### src/rtl/core/hkit_pkg.sv
// ----------------------------------------------------------------------------
// hkit_pkg: shared types and constants of the hashed key index table
// Status codes, slot states, FNV-1a 64 constants and the probe request.
// ----------------------------------------------------------------------------
`default_nettype none

package hkit_pkg;

    localparam int SLOT_COUNT    = 64;
    localparam int KEY_BYTES_MAX = 32;
    // key length counter and slot index widths
    localparam int KW = $clog2(KEY_BYTES_MAX + 1);
    localparam int SW = (SLOT_COUNT > 1) ? $clog2(SLOT_COUNT) : 1;

    localparam logic [63:0] FNV_BASIS   = 64'hcbf29ce484222325;
    localparam logic [63:0] FNV_PRIME   = 64'h00000100000001b3;
    localparam logic [7:0]  PAYLOAD_HDR = 8'd7;

    typedef enum logic [1:0] {
        SLOT_EMPTY = 2'd0,
        SLOT_LIVE  = 2'd1,
        SLOT_TOMB  = 2'd2
    } slot_state_t;

    typedef enum logic [2:0] {
        ST_OK        = 3'd0,
        ST_NOT_FOUND = 3'd1,
        ST_FULL      = 3'd2,
        ST_BAD_LEN   = 3'd3,
        ST_BUF_SMALL = 3'd4
    } status_t;

    typedef enum logic [1:0] {
        MODE_PUT    = 2'd0,
        MODE_DELETE = 2'd1,
        MODE_LOOKUP = 2'd2,
        MODE_ALT    = 2'd3
    } mode_t;

    localparam logic [0:0] CFG_MAX_VALUE_LEN = 1'b0;
    localparam logic [0:0] CFG_HEADER_LEN    = 1'b1;

    // Probe request handed from the key collector to the table engine.
    typedef struct packed {
        logic [1:0]  mode;
        logic        too_long;
        logic [63:0] hash;
        logic [31:0] value_len;
        logic [47:0] record_offset;
        logic [31:0] buffer_capacity;
    } probe_req_t;

endpackage

`default_nettype wire

### src/rtl/core/hkit_key_collect.sv
// ----------------------------------------------------------------------------
// hkit_key_collect: key byte collector and FNV-1a 64 hasher
// Stores key bytes, folds them into the hash and closes a key on last byte.
// ----------------------------------------------------------------------------
`default_nettype none

module hkit_key_collect
    import hkit_pkg::*;
(
    input  wire logic                 clk,
    input  wire logic                 rst_n,
    input  wire logic                 in_fire,
    input  wire logic [1:0]           mode,
    input  wire logic [7:0]           key_byte,
    input  wire logic                 key_last,
    input  wire logic [31:0]          value_len,
    input  wire logic [47:0]          record_offset,
    input  wire logic [31:0]          buffer_capacity,
    input  wire logic [KW-1:0]        key_rd_addr,
    output logic      [7:0]           key_rd_data,
    output logic                      req_valid,
    output probe_req_t                req,
    output logic      [KW-1:0]        key_len
);

    localparam int IW = (KEY_BYTES_MAX > 1) ? $clog2(KEY_BYTES_MAX) : 1;

    logic [7:0]    key_mem [KEY_BYTES_MAX];
    logic [63:0]   hash_reg, hash_next;
    logic [KW-1:0] len_reg, len_next;
    logic          long_reg, long_next;
    logic [1:0]    mode_reg, mode_next;
    logic          done_reg;
    logic [63:0]   mixed;

    assign mixed     = hash_reg ^ {56'd0, key_byte};
    // times 0x100000001b3: 2^40 + 2^8 + 2^7 + 2^5 + 2^4 + 2^1 + 1
    assign hash_next = (mixed << 40) + (mixed << 8) + (mixed << 7) + (mixed << 5)
                       + (mixed << 4) + (mixed << 1) + mixed;
    assign mode_next = (len_reg == '0 && !long_reg) ? mode : mode_reg;
    assign len_next  = (len_reg < KW'(KEY_BYTES_MAX)) ? len_reg + 1'b1 : len_reg;
    assign long_next = long_reg || (len_reg >= KW'(KEY_BYTES_MAX));

    always_ff @(posedge clk)
    begin
        if (in_fire && len_reg < KW'(KEY_BYTES_MAX))
            key_mem[len_reg[IW-1:0]] <= key_byte;
        key_rd_data <= key_mem[key_rd_addr[IW-1:0]];
    end

    always_ff @(posedge clk or negedge rst_n)
    begin
        if (!rst_n)
        begin
            hash_reg <= FNV_BASIS;
            len_reg  <= '0;
            long_reg <= 1'b0;
            mode_reg <= MODE_PUT;
            done_reg <= 1'b0;
            key_len  <= '0;
            req      <= '0;
        end
        else
        begin
            done_reg <= 1'b0;
            if (in_fire)
            begin
                if (key_last)
                begin
                    hash_reg     <= FNV_BASIS;
                    len_reg      <= '0;
                    long_reg     <= 1'b0;
                    done_reg     <= 1'b1;
                    key_len      <= len_next;
                    req.mode     <= mode_next;
                    req.too_long <= long_next;
                    req.hash     <= hash_next;
                    req.value_len       <= value_len;
                    req.record_offset   <= record_offset;
                    req.buffer_capacity <= buffer_capacity;
                end
                else
                begin
                    hash_reg <= hash_next;
                    len_reg  <= len_next;
                    long_reg <= long_next;
                    mode_reg <= mode_next;
                end
            end
        end
    end

    assign req_valid = done_reg;

endmodule

`default_nettype wire

### config.mk
export PLATFORM = sky130hd
export DESIGN_NAME = hkit_key_collect
export DESIGN_NICKNAME = d
export VERILOG_FILES = /design/src/rtl/core/hkit_pkg.sv /design/src/rtl/core/hkit_key_collect.sv
export SDC_FILE = /design/constraint.sdc
export NUM_CORES = 1
export LEC_CHECK = 0
export ABC_AREA = 1
export BUFFER_PORTS_ARGS = -buffer_cell sky130_fd_sc_hd__buf_2
export CAP_MARGIN = 20
export CORE_UTILIZATION = 50
export CTS_BUF_LIST = sky130_fd_sc_hd__clkbuf_8
export DETAILED_ROUTE_END_ITERATION = 6
export PLACE_DENSITY_LB_ADDON = 0.2
export SLEW_MARGIN = 20
export SYNTH_ARGS = -nofsm -noshare
export SYNTH_HDL_FRONTEND = slang
export SYNTH_SLANG_ARGS = --single-unit
### constraint.sdc
create_clock -name clk -period 4.7 [get_ports clk]
set_clock_uncertainty 0.05 [all_clocks]
set_input_delay 0.705 -clock clk [delete_from_list [all_inputs] [get_ports clk]]
set_output_delay 0.705 -clock clk [all_outputs]
set_load 0.01 [all_outputs]
=== Yosys cells after proc, flatten, opt, wreduce, memory -nomap -nowiden ===
Memory sizes are Yosys's and may differ from the RTL's. A register that Yosys moved wholly into a read port is not among the register bits.
Index checks and enable logic that the tools add are counted.

* RAM bits: 256
* Memories kept: 1
* Latch bits: 0
* Output and inout port bits: 194
* Word-level logic and storage cells: 40
* Flip-flop bits (word level): 259
* Bits in read-only memories: 0

{| class="wikitable"
|+ Memories
! name !! depth !! width !! rd ports !! clocked after memory_dff !! wr ports !! RTL line !! text
|-
| key_mem || 32 || 8 || 1 || 1 || 1 || hkit_key_collect.sv:28 || <nowiki>logic [7:0] key_mem [KEY_BYTES_MAX];</nowiki>
|}

* $add $sub $neg: 7
* Equal/unequal tests: 0
* $lt $le $gt $ge: 2
* Divide/modulo/power cells: 0
* Bitwise logic cells: 2
* Mux-type cells: 9
* Multipliers: 0
* Shift operators: 0
* Reductions and logical operators: 7

{| class="wikitable"
|+ Operators with widths
! kind !! number
|-
| $add 64x64->64 || 6
|-
| $mux 64 || 1
|-
| $xor 64x8->64 || 1
|-
| $mux 6 || 2
|-
| $add 6x1->6 const B || 1
|-
| $ge 6x6->1 const B || 1
|-
| $logic_not 6->1 || 1
|-
| $lt 6x6->1 const B || 1
|-
| $mux 1 || 5
|-
| $reduce_and 2->1 || 2
|-
| $logic_and 1x1->1 || 2
|-
| $mux 2 || 1
|-
| $logic_not 1->1 || 1
|-
| $logic_or 1x1->1 || 1
|-
| $not 1->1 || 1
|}

=== Depth between registers and ports, before layout ===
* Depth in word-level cells: 8
* Gate-level depth with buffers: 26

=== Least setup slack after synthesis ===
Ideal clock, no wire load.

* Kind: input -> register
* From: input key_byte[1]
* To: register hash_reg[33]
* Data arrival time: 4.434 ns
* Buffers on the path: 0
* Path slack: 0.100 ns
* Stages on the path: 22
* Library setup time: 0.117 ns
* Required time: 4.533 ns
* Cells stage by stage: xnor2_1 -> nand2_1 -> nand2_1 -> inv_1 -> ha_1 -> inv_1 -> fa_1 -> inv_1 -> ha_1 -> ha_1 -> ha_1 -> fa_1 -> nand2_1 -> nand3_1 -> and2_1 -> nand2_2 -> nand3_2 -> nand2_1 -> nand2_1 -> xor2_1 -> nand2_1 -> nand2_1

* Longest elaborated chain between the ends: 8

{| class="wikitable"
|+ RTL lines
! element !! RTL line !! text
|-
| start: declaration || hkit_key_collect.sv:14 || <nowiki>input wire logic [7:0] key_byte,</nowiki>
|-
| $xor 64x8->64 (*) || hkit_key_collect.sv:36 || <nowiki>assign mixed = hash_reg ^ {56'd0, key_byte};</nowiki>
|-
| $add 64x64->64 (3 in series) || hkit_key_collect.sv:38 || <nowiki>assign hash_next = (mixed << 40) + (mixed << 8) + (mixed << 7) + (mixed << 5)</nowiki>
|-
| $add 64x64->64 (2 in series) || hkit_key_collect.sv:39 || <nowiki>+ (mixed << 4) + (mixed << 1) + mixed;</nowiki>
|-
| $add 64x64->64 (*) || hkit_key_collect.sv:39 ||
|-
| $mux 64 (*) || hkit_key_collect.sv:68 || <nowiki>if (key_last)</nowiki>
|-
| end signal: assignment || hkit_key_collect.sv:84 || <nowiki>hash_reg <= hash_next;</nowiki>
|-
| end: declaration || hkit_key_collect.sv:29 || <nowiki>logic [63:0] hash_reg, hash_next;</nowiki>
|}

Every way passes the cells marked *; elsewhere a longest branch is shown, timed or not.
A chain may end at the register's enable or synchronous reset.

=== Worst setup path in the final report ===
* From: register hash_reg[47]
* To: register req[162] (netlist bit)

* Longest elaborated chain between the ends: 3

{| class="wikitable"
|+ RTL lines
! element !! RTL line !! text
|-
| $xor 64x8->64 (*) || hkit_key_collect.sv:36 ||
|-
| $add 64x64->64 || hkit_key_collect.sv:39 ||
|-
| $add 64x64->64 (*) || hkit_key_collect.sv:39 ||
|-
| end: declaration || hkit_key_collect.sv:22 || <nowiki>output probe_req_t req,</nowiki>
|}

Marks and branches as above.

==> out/results.tsv <==
metric	value	unit
status	complete, but fails checks	
failing checks	negative setup slack	
core area	0.0645	mm²
layout cell share with drive strength beyond 1	0.277	
Layout area overhead	26.5	%
Relative slew margins	0.354	
CP Class	reg -> reg	
Core Util, Final	0.640	
most common cell after layout, fill and taps aside	nand2_1	
final hold vios	0	
Register Area	0.0144	mm²
clock root buffer	clkbuf_8	
Tcrit/Tclk final	1.00	
post-placement cell count	5027	
vias in the first global route	26000	
CTS tree	built	
main combinational cell family by area after synthesis	adder cells	
drt via density	5.07	
Syn Inst Count	3665	
final setup margin	-0.000224	ns
final std cells w/o fill	5221	
crit path max fanout	5	
hold path cells	3	
GRT Total Usage	0.289	
clock-pin slew on the worst setup and hold paths	0.06	ns
FF-to-FF Start	hash_reg[47]	
Main synth FF type	edfxtp_1	
XOR/XNOR share of the synthesized area	0.0129	
Worst Path Required	5.29	ns
Synth Area in Compound Gates	0.0670	
TritonCTS buffer count	88	
syn nets	4156	
hold path start	buffer_capacity[2]	
final setup violating endpoints	1	
Critical Path AT	5.29	ns
R2R Setup Slk	-0.0002	ns
Adder-Cell Fraction of Synth Area	0.194	
hold slack	0.142	ns
end of the worst hold path	req[2]	
via count	26400	
final WL	96200	µm
grt ovf	0	
most frequent cells in the layout	nand2_1, inv_1, buf_2, buf_4, edfxtp_1	
Syn Area/Cell	8.90	µm²
Die Wd	257	µm
post-synthesis mux area share	0.000614	
dpl hpwl	70900	µm
DRT Pass-1 Iters	5	
multi-input logic area	0.0170	mm²
Initial Util	0.506	
DRC errors left	0	
H-tree Lvls	3	
Worst Tran Pin Value	0.968	ns
post-synthesis simple-gate area fraction	0.190	
max cap viols	0	
ys async rst share	0.495	
Final #Nets	4786	
Max Slew Vio Count	0	
Synth Cell Area	0.0326	mm²
ant diodes	0	
# rows	93	
reg2reg end	req[162]	
synthesis-stage register bit count	523	
clock latency at the later pin of the worst-skew pair	0.72	ns
sequential area share after synthesis	0.440	
1st-iter DRT viols	1782	
DIE AREA	0.0662	mm²
initial antenna violation count	0	
Worst Hold Class	in -> reg	
Avg WL per Cell	18.4	µm
Post-synth EDFFs	256	
synth warn	0	
Clock Sinks	523	
FILL cells	5386	
CP Launch Type	flop	
Max Fclk	213	MHz
die span in y	257	µm
CTS max path bufs	3	
GP Congestion	1.05	
r2r worst-path depth	21	
I/O Pins	326	
Port Buf Inserts	324	
post-synth cell types	39	
Post-DRT Antenna Nets	0	
first-pass GRT wire length	146000	µm
Largest register FFs	256	
min cycle time layout	4.70	ns
largest net degree at the start of global routing	157	
crit end category	flop	
RSZ-0062 raised after global routing	true	
-- how the worst max path moves through the flow --
| stage | start | slack, ns | to |
|---|---|---|---|
| after floorplan | key_byte[1] | 0.1 | hash_reg[33] |
| after global placement | key_byte[7] | -0.39 | hash_reg[37] |
| after detailed placement | key_byte[7] | -0.40 | hash_reg[37] |
| after CTS | hash_reg[47] | -0.02 | hash_reg[52] |
| after global routing | hash_reg[43] | -0.16 | req[162] |
| final | hash_reg[47] | -0.0002 | req[162] |
-- Yosys cell counts (3+ instances only) --
| cell | number | area [µm²] |
|---|---|---|
| a21oi_1 | 57 | 285 |
| a31oi_1 | 11 | 68.8 |
| and2_1 | 4 | 25.0 |
| and3_1 | 4 | 25.0 |
| buf_1 | 9 | 33.8 |
| buf_2 | 31 | 155 |
| buf_4 | 3 | 22.5 |
| clkbuf_1 | 62 | 233 |
| dfrtp_1 | 231 | 5780 |
| dfstp_2 | 28 | 736 |
| dfxtp_1 | 8 | 160 |
| edfxtp_1 | 256 | 7690 |
| fa_1 | 245 | 4900 |
| ha_1 | 114 | 1430 |
| inv_1 | 697 | 2620 |
| inv_2 | 6 | 22.5 |
| nand2_1 | 1067 | 4010 |
| nand2_2 | 16 | 100 |
| nand3_1 | 119 | 596 |
| nand3_2 | 7 | 70.1 |
| nand4_1 | 16 | 100 |
| nor2_1 | 272 | 1020 |
| nor2_2 | 18 | 113 |
| nor2_4 | 5 | 56.3 |
| nor3_1 | 5 | 25.0 |
| o21ai_0 | 198 | 991 |
| o21ai_1 | 18 | 90.1 |
| o21bai_1 | 10 | 75.1 |
| o221ai_1 | 52 | 455 |
| o22ai_1 | 34 | 213 |
| or2_2 | 4 | 25.0 |
| xnor2_1 | 31 | 272 |
| xor2_1 | 17 | 149 |
-- metal layers --
metal  share of wire  global-route usage  wire length, µm  vias to the layer above
met5               0                   0                0                        -
met1            0.41               0.380            39800                    12700
met3           0.058              0.0387             5540                      204
li1                -                   -                -                    12700
met2            0.48               0.482            46600                      840
met4           0.044               0.126             4260                        0
-- cells by family (layout without fill, tap and decap cells) --
kind of cell,after synthesis,in the layout
AOI/OAI and AO/OA,381,381
xor gates and xnor gates,48,48
adders and majority gates,359,359
buffers and inverters,811,1512
DFF,523,523
muxes,2,2
and+or+nand+nor,1541,1541
-- layout make-up --
type / count / area share
Clock inverter: 60 / 0.00889
Sequential cell: 523 / 0.348
Clock buffer: 101 / 0.0337
Multi-Input combinational cell: 2331 / 0.413
Tap cell: 855 / 0.0259
Inverter: 705 / 0.0650
Timing Repair Buffer: 646 / 0.105
-- stage by stage --
stage | TNS [ns] | setup slack [ns] | area [µm²]
floorplan | 0 | 0.0999 | 32600
global placement | -20.89 | -0.392 | 37200
detailed placement | -23.10 | -0.400 | 37200
CTS | -0.0902 | -0.0199 | 39400
global route | -3.12 | -0.159 | 41200
finish | -0.000224 | -0.000224 | 41200
-- what timing repair did --
action	in CTS	in global routing
hold endpoints to repair	8	0
pin swaps	17	117
endpoints found under the setup margin	70	93
hold buffers	1	0
resized for setup	72	391
buffers inserted	7	24
-- worst max-delay path, cell delays in order, from the launching register on --
cell and delay, ns:
dfstp_2 0.59, clkinvlp_4 0.12, buf_8 0.15, fa_1 0.53
inv_1 0.05, fa_1 0.49, inv_2 0.04, fa_2 0.46
fa_2 0.56, inv_2 0.04, ha_4 0.30, nand2_4 0.08
nor2_4 0.13, inv_2 0.06, nor2_4 0.12, buf_6 0.12
nand2_4 0.05, nor3_4 0.18, nand2_2 0.11, nand4_1 0.19
nand3_4 0.12, nand2_2 0.09
Power is not shown: default switching activity piles up to over one toggle a cycle in this logic, so the estimate is an artifact.
